==> config.mk <==
export PLATFORM = sky130hd
export DESIGN_NAME = alert_delay_qualifier_flat
export DESIGN_NICKNAME = d
export VERILOG_FILES = /design/src/sv/adq_pkg.sv /design/src/sv/adq_item_if.sv /design/src/sv/adq_result_if.sv /design/src/sv/adq_cfg_if.sv /design/src/sv/adq_core.sv /design/src/sv/alert_delay_qualifier.sv /design/src/flat_wrapper.sv
export VERILOG_INCLUDE_DIRS = /design/src /design/src/sv
export SDC_FILE = /design/constraint.sdc
export NUM_CORES = 1
export LEC_CHECK = 0
export ABC_CLOCK_PERIOD_IN_PS = 9000
export BUFFER_PORTS_ARGS = -buffer_cell sky130_fd_sc_hd__buf_4
export CAP_MARGIN = 20
export CORE_MARGIN = 3
export CORE_UTILIZATION = 55
export DETAILED_ROUTE_END_ITERATION = 8
export HOLD_SLACK_MARGIN = 0.03
export PLACE_DENSITY = 0.73
export RECOVER_POWER = 25
export SYNTH_ARGS = -nofsm -noshare
export SYNTH_HDL_FRONTEND = slang
export SYNTH_HIERARCHICAL = 1
export SYNTH_SLANG_ARGS = --single-unit
==> constraint.sdc <==
create_clock -name clk_i -period 9 [get_ports clk_i]
set_clock_uncertainty 0.05 [all_clocks]
set_input_delay 1.35 -clock clk_i [delete_from_list [all_inputs] [get_ports clk_i]]
set_output_delay 1.35 -clock clk_i [all_outputs]
set_load 0.005 [all_outputs]
==> src/sv/assert_macros.svh <==
// Assertion helpers shared by the alert delay qualifier RTL.
// Included by every module that carries concurrent assertions.
`ifndef ASSERT_MACROS_SVH
`define ASSERT_MACROS_SVH

// Property checked at every rising clock edge outside reset.
`define ADQ_ASSERT(label, clk, rst_n, prop) \
  label: assert property (@(posedge clk) disable iff (!rst_n) (prop)) \
    else $error("adq assertion failed");

// Condition that must never be true outside reset.
`define ADQ_ASSERT_NEVER(label, clk, rst_n, cond) \
  label: assert property (@(posedge clk) disable iff (!rst_n) !(cond)) \
    else $error("adq forbidden condition seen");

`endif

==> src/sv/adq_pkg.sv <==
// Package for the alert delay qualifier: field widths, codes and word types.
// No dependencies; used by the interfaces, the core and the top level.
`timescale 1ns / 1ps
`default_nettype none
package adq_pkg;

  localparam int unsigned ACTION_W   = 2;
  localparam int unsigned ALERT_W    = 8;
  localparam int unsigned CFG_IDX_W  = 2;
  localparam int unsigned CFG_DATA_W = 32;

  // Item actions.
  typedef enum logic [ACTION_W-1:0] {
    ACT_SAMPLE = 2'd0,
    ACT_TICK   = 2'd1,
    ACT_DISARM = 2'd2
  } action_e;

  // Configuration register indexes.
  typedef enum logic [CFG_IDX_W-1:0] {
    CFG_ALERT_NUMBER  = 2'd0,
    CFG_RAISE_DELAY   = 2'd1,
    CFG_SILENCE_DELAY = 2'd2
  } cfg_reg_e;

  // One input word as held in the input register.
  typedef struct packed {
    logic [ACTION_W-1:0] action;
    logic                condition;
  } item_t;

  // Outcome of one processed word.
  typedef struct packed {
    logic emit;
    logic raised;
  } result_t;

endpackage
`default_nettype wire

==> src/sv/adq_item_if.sv <==
// Input channel of the alert delay qualifier: valid/ready plus one item.
// Depends on adq_pkg.
`timescale 1ns / 1ps
`default_nettype none
interface adq_item_if
  import adq_pkg::*;
();
  logic                valid;
  logic                ready;
  logic [ACTION_W-1:0] action;
  logic                condition;

  modport source (output valid, action, condition, input ready);
  modport sink   (input valid, action, condition, output ready);
endinterface
`default_nettype wire

==> src/sv/adq_result_if.sv <==
// Result channel of the alert delay qualifier: valid/ready plus a notification.
// Depends on adq_pkg.
`timescale 1ns / 1ps
`default_nettype none
interface adq_result_if
  import adq_pkg::*;
();
  logic               valid;
  logic               ready;
  logic [ALERT_W-1:0] notified_alert;
  logic               raised;

  modport source (output valid, notified_alert, raised, input ready);
  modport sink   (input valid, notified_alert, raised, output ready);
endinterface
`default_nettype wire

==> src/sv/adq_cfg_if.sv <==
// Configuration write channel: valid/ready, register index and write data.
// Depends on adq_pkg.
`timescale 1ns / 1ps
`default_nettype none
interface adq_cfg_if
  import adq_pkg::*;
();
  logic                  valid;
  logic                  ready;
  logic [CFG_IDX_W-1:0]  index;
  logic [CFG_DATA_W-1:0] data;

  modport source (output valid, index, data, input ready);
  modport sink   (input valid, index, data, output ready);
endinterface
`default_nettype wire

==> src/sv/adq_core.sv <==
// Alert state and delay counter of the qualifier, updated once per word.
// Depends on adq_pkg and assert_macros.svh.
`timescale 1ns / 1ps
`default_nettype none
`include "assert_macros.svh"
module adq_core
  import adq_pkg::*;
#(
  parameter int unsigned DELAY_WIDTH = 32
) (
  input  wire logic                   clk_i,
  input  wire logic                   rst_ni,
  input  wire logic                   step_i,
  input  wire item_t                  item_i,
  input  wire logic [DELAY_WIDTH-1:0] raise_delay_i,
  input  wire logic [DELAY_WIDTH-1:0] silence_delay_i,
  output result_t                     result_o
);

  localparam logic [DELAY_WIDTH-1:0] DelayOne = DELAY_WIDTH'(1);

  logic                   alert_up_q, alert_up_d;
  logic                   raise_q, raise_d;
  logic                   silence_q, silence_d;
  logic [DELAY_WIDTH-1:0] ticks_q, ticks_d;
  logic [DELAY_WIDTH-1:0] ticks_dec;
  logic [DELAY_WIDTH-1:0] start_delay;
  action_e                action;

  assign action      = action_e'(item_i.action);
  assign ticks_dec   = ticks_q - DelayOne;
  assign start_delay = item_i.condition ? raise_delay_i : silence_delay_i;

  // Next state and notification for the word in the input register.
  always_comb begin
    alert_up_d      = alert_up_q;
    raise_d         = raise_q;
    silence_d       = silence_q;
    ticks_d         = ticks_q;
    result_o.emit   = 1'b0;
    result_o.raised = 1'b0;
    unique case (action)
      ACT_SAMPLE: begin
        if (item_i.condition == alert_up_q) begin
          // Sample agrees with the state: drop the delay that would change it.
          if (alert_up_q) begin
            silence_d = 1'b0;
          end else begin
            raise_d = 1'b0;
          end
          if (!raise_d && !silence_d) begin
            ticks_d = '0;
          end
        end else if (start_delay == '0) begin
          // Zero delay switches the state at once.
          raise_d         = 1'b0;
          silence_d       = 1'b0;
          ticks_d         = '0;
          alert_up_d      = item_i.condition;
          result_o.emit   = 1'b1;
          result_o.raised = item_i.condition;
        end else if (item_i.condition) begin
          if (!raise_q) begin
            raise_d   = 1'b1;
            silence_d = 1'b0;
            ticks_d   = start_delay;
          end
        end else begin
          if (!silence_q) begin
            silence_d = 1'b1;
            raise_d   = 1'b0;
            ticks_d   = start_delay;
          end
        end
      end
      ACT_TICK: begin
        if (raise_q || silence_q) begin
          ticks_d = ticks_dec;
          if (ticks_dec == '0) begin
            alert_up_d      = raise_q;
            raise_d         = 1'b0;
            silence_d       = 1'b0;
            result_o.emit   = 1'b1;
            result_o.raised = raise_q;
          end
        end
      end
      ACT_DISARM: begin
        raise_d   = 1'b0;
        silence_d = 1'b0;
        ticks_d   = '0;
        if (alert_up_q) begin
          alert_up_d    = 1'b0;
          result_o.emit = 1'b1;
        end
      end
      default: begin
        // Unused action code: no change.
      end
    endcase
  end

  // State registers advance only when a word is processed.
  always_ff @(posedge clk_i or negedge rst_ni) begin
    if (!rst_ni) begin
      alert_up_q <= 1'b0;
      raise_q    <= 1'b0;
      silence_q  <= 1'b0;
      ticks_q    <= '0;
    end else if (step_i) begin
      alert_up_q <= alert_up_d;
      raise_q    <= raise_d;
      silence_q  <= silence_d;
      ticks_q    <= ticks_d;
    end
  end

  // At most one delay runs, and a running delay always has ticks left.
  `ADQ_ASSERT_NEVER(a_one_delay, clk_i, rst_ni, raise_q && silence_q)
  `ADQ_ASSERT(a_pending_count, clk_i, rst_ni, (raise_q || silence_q) |-> (ticks_q != '0))
  // A notification leaves the alert in the state it reports.
  `ADQ_ASSERT(a_emit_state, clk_i, rst_ni,
    (step_i && result_o.emit) |=> (alert_up_q == $past(result_o.raised)))

endmodule
`default_nettype wire

==> src/sv/alert_delay_qualifier.sv <==
// A word accepted into the input register is processed once the output register can take
// its result, and its notification is then offered on the result channel from that register.
// Throughput: one word per cycle; the single state update per word sets the pace.
// A pending notification stalls the input only while the result side holds ready low.
// Reset clears the alert state, delay counter, configuration registers and both channel valid flags.
// Top level of the alert delay qualifier: input register, configuration
// registers, output register. Depends on adq_pkg, the channel interfaces and adq_core.
`timescale 1ns / 1ps
`default_nettype none
module alert_delay_qualifier
  import adq_pkg::*;
#(
  parameter int unsigned DELAY_WIDTH = 32
) (
  input wire logic     clk_i,
  input wire logic     rst_ni,
  adq_item_if.sink     item_i,
  adq_result_if.source result_o,
  adq_cfg_if.sink      cfg_i
);

  logic [ALERT_W-1:0]     alert_number_q;
  logic [DELAY_WIDTH-1:0] raise_delay_q;
  logic [DELAY_WIDTH-1:0] silence_delay_q;

  logic                   in_valid_q;
  item_t                  in_item_q;
  logic                   step;
  result_t                core_res;

  logic                   out_valid_q, out_valid_d;
  logic [ALERT_W-1:0]     out_alert_q;
  logic                   out_raised_q;

  // Configuration writes are always taken.
  assign cfg_i.ready = 1'b1;

  always_ff @(posedge clk_i or negedge rst_ni) begin
    if (!rst_ni) begin
      alert_number_q  <= '0;
      raise_delay_q   <= '0;
      silence_delay_q <= '0;
    end else if (cfg_i.valid) begin
      unique case (cfg_reg_e'(cfg_i.index))
        CFG_ALERT_NUMBER:  alert_number_q  <= cfg_i.data[ALERT_W-1:0];
        CFG_RAISE_DELAY:   raise_delay_q   <= cfg_i.data[DELAY_WIDTH-1:0];
        CFG_SILENCE_DELAY: silence_delay_q <= cfg_i.data[DELAY_WIDTH-1:0];
        default: begin
          // Index beyond the register list: ignored.
        end
      endcase
    end
  end

  // The held word is processed once the output register can take its result.
  assign step         = in_valid_q && (!out_valid_q || result_o.ready);
  assign item_i.ready = !in_valid_q || step;

  always_ff @(posedge clk_i or negedge rst_ni) begin
    if (!rst_ni) begin
      in_valid_q <= 1'b0;
    end else if (item_i.ready) begin
      in_valid_q <= item_i.valid;
    end
  end

  always_ff @(posedge clk_i) begin
    if (item_i.valid && item_i.ready) begin
      in_item_q.action    <= item_i.action;
      in_item_q.condition <= item_i.condition;
    end
  end

  adq_core #(
    .DELAY_WIDTH(DELAY_WIDTH)
  ) u_core (
    .clk_i          (clk_i),
    .rst_ni         (rst_ni),
    .step_i         (step),
    .item_i         (in_item_q),
    .raise_delay_i  (raise_delay_q),
    .silence_delay_i(silence_delay_q),
    .result_o       (core_res)
  );

  // Output register: refilled on each processed word, cleared when taken.
  always_comb begin
    out_valid_d = out_valid_q;
    if (step) begin
      out_valid_d = core_res.emit;
    end else if (result_o.ready) begin
      out_valid_d = 1'b0;
    end
  end

  always_ff @(posedge clk_i or negedge rst_ni) begin
    if (!rst_ni) begin
      out_valid_q <= 1'b0;
    end else begin
      out_valid_q <= out_valid_d;
    end
  end

  always_ff @(posedge clk_i) begin
    if (step && core_res.emit) begin
      out_alert_q  <= alert_number_q;
      out_raised_q <= core_res.raised;
    end
  end

  assign result_o.valid          = out_valid_q;
  assign result_o.notified_alert = out_alert_q;
  assign result_o.raised         = out_raised_q;

endmodule
`default_nettype wire

==> src/flat_wrapper.sv <==
// flat-port wrapper written by rule: the top's interface ports become plain ports
module alert_delay_qualifier_flat import adq_pkg::*;
#(
  parameter int unsigned DELAY_WIDTH = 32
)
  (clk_i, rst_ni, item_i_valid, item_i_action, item_i_condition, item_i_ready, result_o_valid, result_o_notified_alert, result_o_raised, result_o_ready, cfg_i_valid, cfg_i_index, cfg_i_data, cfg_i_ready);
  adq_item_if item_i_i ();
  adq_result_if result_o_i ();
  adq_cfg_if cfg_i_i ();
  input wire logic clk_i;
  input wire logic rst_ni;
  input wire logic [$bits(item_i_i.valid)-1:0] item_i_valid;
  input wire logic [$bits(item_i_i.action)-1:0] item_i_action;
  input wire logic [$bits(item_i_i.condition)-1:0] item_i_condition;
  output wire logic [$bits(item_i_i.ready)-1:0] item_i_ready;
  output wire logic [$bits(result_o_i.valid)-1:0] result_o_valid;
  output wire logic [$bits(result_o_i.notified_alert)-1:0] result_o_notified_alert;
  output wire logic [$bits(result_o_i.raised)-1:0] result_o_raised;
  input wire logic [$bits(result_o_i.ready)-1:0] result_o_ready;
  input wire logic [$bits(cfg_i_i.valid)-1:0] cfg_i_valid;
  input wire logic [$bits(cfg_i_i.index)-1:0] cfg_i_index;
  input wire logic [$bits(cfg_i_i.data)-1:0] cfg_i_data;
  output wire logic [$bits(cfg_i_i.ready)-1:0] cfg_i_ready;
  assign item_i_i.valid = item_i_valid;
  assign item_i_i.action = item_i_action;
  assign item_i_i.condition = item_i_condition;
  assign item_i_ready = item_i_i.ready;
  assign result_o_valid = result_o_i.valid;
  assign result_o_notified_alert = result_o_i.notified_alert;
  assign result_o_raised = result_o_i.raised;
  assign result_o_i.ready = result_o_ready;
  assign cfg_i_i.valid = cfg_i_valid;
  assign cfg_i_i.index = cfg_i_index;
  assign cfg_i_i.data = cfg_i_data;
  assign cfg_i_ready = cfg_i_i.ready;
  alert_delay_qualifier #(.DELAY_WIDTH(DELAY_WIDTH)) u_core (.clk_i(clk_i), .rst_ni(rst_ni), .item_i(item_i_i), .result_o(result_o_i), .cfg_i(cfg_i_i));
endmodule
==> run summary <==
The share of post-route cells with drive strength above 1 came out at 28.6%. The detail-routed via count per cell came out at 6.38. The number of gates resized after CTS was 0. Buffers added to address setup during post-CTS repair amount to 0. The most critical setup path has its endpoint at u_core/result_o.notified_alert[5]. Setup repair after global routing left no endpoint under its margin. The global-route wire length before repair came out at between 20 and 30 mm. In this run the remaining antenna-violating nets after routing total 0. The number of buffers inserted for hold repair after clock tree synthesis is 0. The worst reg-to-reg setup slack came out at 4.58 ns. The die outline height came out at 115 um. Walking the worst path, the cells encountered are nor4_4, nand4_1, or4_1, xnor2_2, nor4_2, and4_2, a31oi_1, a21oi_1, nand2_1, nor2b_1. The area taken by multi-input logic gates is 3170 um^2. The largest stage delay on the critical path came out at 0.71 ns.

The CTS root buffer is sky130_fd_sc_hd__clkbuf_16. The H-tree generated during clock tree synthesis spans 4 levels. The critical path required time is 8.99 ns. In the synthesized netlist the dominant register cell turns out to be sky130_fd_sc_hd__dfrtp_1.

The final layout net count came out at ~690. The largest total area in the synthesized netlist belongs to sky130_fd_sc_hd__dfrtp_1. The reported max-cap violation count is 1.

The worst register-to-register path begins at u_core/u_core/ticks_q[4]. In the final timing run, aggregate negative setup slack is 0 ns. The die boundary width is approximately 110 um. The synthesized cell area came out at 6490 um^2. The standard-cell row count is 39.

The total power density per cell area is 257 nW/um^2. The fraction of registers with async set or reset after synthesis came out at roughly nine tenths. STA classifies the critical path startpoint as a flop.

On the critical path, the stage with the largest delay is an instance of sky130_fd_sc_hd__or4_1. After detailed routing, the average wire length per cell comes to a little over 20 um. The number of warnings reported in the yosys synthesis log is 6. Sorting the synthesized cells by how often they occur yields sky130_fd_sc_hd__dfrtp_1, sky130_fd_sc_hd__mux2_2, sky130_fd_sc_hd__o21ai_0. For the pin with the worst max-slew slack, the measured transition is ~1.5 ns. Clock-pin slew was measured on the worst setup and hold paths at 0.06 ns. The clock insertion delay at the later pin of the skew report came out at 0.42 ns.

The run finished, with violations left. The count of clock tree sinks came out at 121. The final count of negative-setup-slack endpoints came out at 0. The area share of the largest cell type after synthesis is 42.0%. The net count of the mapped netlist is 647. The post-layout minimum cycle time came out at 4.42 ns. The flip-flop and latch count after synthesis came out at approximately 120. The length of the first detailed-routing pass in iterations came out at 5. The distinct cell type count after synthesis is 70. The die covers 13100 um^2.

For this configuration, the core starts out at a cell density of 56.6%. The highest clock frequency the design can meet is 226 MHz. Measured against its own limit, the worst slew margin works out to 0.641%. The DRC violations left is 0. The final reports fail on max-capacitance violations.

The sequential cell area in the final layout is 3090 um^2. The total global routing track utilization is 25.8%. At the end of routability-driven placement, the weighted congestion stood at 0.899. The overall via count from detail_route is 5080. STA classifies the critical path endpoint as a flop. In this run, the number of DRC markers left after iteration 0 of detailed routing was ~440. Buffers placed on the I/O ports in this run total 52. After synthesis, flip-flops and latches occupy 47.6% of the total area. The maximum clock insertion buffer count is 2. The number of hold-slack violations in the final timing report came out at 0. The area growth from synthesis to layout came out at 15.0%. The clock tree from TritonCTS is built. The final period utilization came out at 49.1%. The number of placed I/O pins is 54. The mean post-synth cell area is 10.8 um^2.

The layout has about 860 filler cells. The critical path starts at u_core/u_core/ticks_q[4]. The worst-path maximum fanout is 9. The endpoint arrival time on the critical path came out at around 4.4 ns.

The path depth of the worst reg2reg path came out at 10. The most frequently used cell type in the post-synthesis netlist is sky130_fd_sc_hd__dfrtp_1. Counting the buffers created by CTS gives 17. The placeable core region came out at 11500 um^2.

The half-perimeter wire length of the detailed placement result came out at 11.2 mm. Wires add up to 16.2 mm. The setup path with the least slack is of type flop to flop. The number of antenna diodes in the final layout is 0. The number of enable flip-flop cells after synthesis came out at 12. The worst ir drop on vdd is 161 uV.

The reg-to-reg critical path endpoint is u_core/result_o.notified_alert[5]. The max-slew violation count came out at 0. The number of antenna violations at the first check in global routing came out at 0.

The final worst hold slack is just under 0.4 ns. Ranked by total cell area, the synthesized netlist is headed by sky130_fd_sc_hd__dfrtp_1, sky130_fd_sc_hd__mux2_2, sky130_fd_sc_hd__edfxtp_1. The global route total overflow came out at 0.

The type of the most critical hold path is flop to flop. The maximum number of pins on one net before global-route repair came out at 93. The via count of the first global-routing pass came out at 4891.

The static leakage is around 3.2 nW. After technology mapping, the gate count stands at 599.
-- layer usage --
layer	global-route usage [%]	up-vias	wire length (um)
met2	40.9	179	7820
met5	0	-	0
met1	35.8	2536	7100
met3	6.03	22	1070
li1	-	2343	-
met4	6.73	0	196
-- where the power goes --
part           internal (W)  switching (W)
clock              0.000353       0.000252
combinational      0.000227       0.000307
sequential         0.000660       0.000123
total               0.00124       0.000682
-- sequential cells by signal (all words and copies together) (netlist names), 3 cells and up --
register / cells
u_core/alert_number_q: 8
u_core/result_o.notified_alert: 8
u_core/silence_delay_q: 32
u_core/raise_delay_q: 32
u_core/u_core/ticks_q: 32
u_core/in_item_q: 3
-- metrics by stage --
step | std cells | area [um^2] | util (%) | power, W | setup slack, ns
final | 796 | 7460 | 65.1 | 0.00192 | 4.58
after floorplan | 599 | 6490 | - | 0.00115 | 5.40
after global routing | 796 | 7460 | 65.1 | 0.00202 | 4.35
after detailed placement | 763 | 6910 | 60.3 | 0.00131 | 4.63
after CTS | 795 | 7440 | 64.9 | 0.00192 | 4.61
after global placement | 762 | 6910 | 60.2 | 0.00129 | 4.44
-- how the worst min path moves through the flow --
stage | from | endpoint | slack (ns) | cells after the start
2_1_floorplan | u_core/alert_number_q[0] | u_core/result_o.notified_alert[0] | 0.37 | 0
3_3_place_gp | u_core/alert_number_q[2] | u_core/result_o.notified_alert[2] | 0.38 | 0
3_5_place_dp | u_core/alert_number_q[6] | u_core/result_o.notified_alert[6] | 0.38 | 0
4_1_cts | u_core/alert_number_q[5] | u_core/result_o.notified_alert[5] | 0.40 | 0
5_1_grt | u_core/alert_number_q[6] | u_core/result_o.notified_alert[6] | 0.40 | 0
6_report | u_core/alert_number_q[6] | u_core/result_o.notified_alert[6] | 0.39 | 0
-- kinds of logic (layout without fill, tap and decap cells) --
| group | count (synthesis) | after routing | synth area share (%) |
|---|---|---|---|
| xor+xnor | 6 | 6 | 0.925 |
| simple gates | 163 | 163 | 14.6 |
| fa+ha+maj | 6 | 6 | 1.16 |
| compound gates | 149 | 149 | 14.3 |
| buf+inv | 48 | 102 | 3.66 |
| flops | 121 | 121 | 47.6 |
| mux | 105 | 105 | 17.8 |
| other cells | 1 | 1 | 0.0578 |
-- cells in the final DEF, fill, tap and decap left out, types with 4 or more instances in the layout --
cell / n
sky130_fd_sc_hd__dfrtp_1: 109
sky130_fd_sc_hd__mux2_2: 83
sky130_fd_sc_hd__buf_4: 53
sky130_fd_sc_hd__o21ai_0: 51
sky130_fd_sc_hd__nor2_1: 45
sky130_fd_sc_hd__a21oi_1: 31
sky130_fd_sc_hd__mux2i_1: 22
sky130_fd_sc_hd__nand2_1: 18
sky130_fd_sc_hd__nor3_1: 18
sky130_fd_sc_hd__clkbuf_16: 17
sky130_fd_sc_hd__nor4_1: 17
sky130_fd_sc_hd__o21ai_1: 13
sky130_fd_sc_hd__edfxtp_1: 12
sky130_fd_sc_hd__inv_1: 10
sky130_fd_sc_hd__nand4_1: 8
sky130_fd_sc_hd__o32a_1: 7
sky130_fd_sc_hd__or4_1: 6
sky130_fd_sc_hd__a32oi_1: 6
sky130_fd_sc_hd__o22a_1: 6
sky130_fd_sc_hd__ha_1: 6
sky130_fd_sc_hd__clkinv_4: 5
sky130_fd_sc_hd__and2_1: 5
sky130_fd_sc_hd__nor2b_1: 5
sky130_fd_sc_hd__a31oi_1: 5
sky130_fd_sc_hd__clkbuf_1: 4
sky130_fd_sc_hd__clkbuf_4: 4
sky130_fd_sc_hd__nand3_1: 4
sky130_fd_sc_hd__nor3b_1: 4
sky130_fd_sc_hd__xor2_1: 4
-- layout make-up --
cell class,count,share of cell area (%)
timing repair buffer,60,6.20
multi-input combinational,430,42.4
sequential,121,41.4
tap,143,2.40
inverter,10,0.503
clock buffer,19,5.80
clock inverter,13,1.31
-- critical path: cells and delay by family, from the launching register on --
family / cells / cell delay (ns)
simple gates: 7 / 2.99
flops: 1 / 0.47
compound gates: 2 / 0.34
xor+xnor: 1 / 0.19
Power figures use the tool's default switching activity.
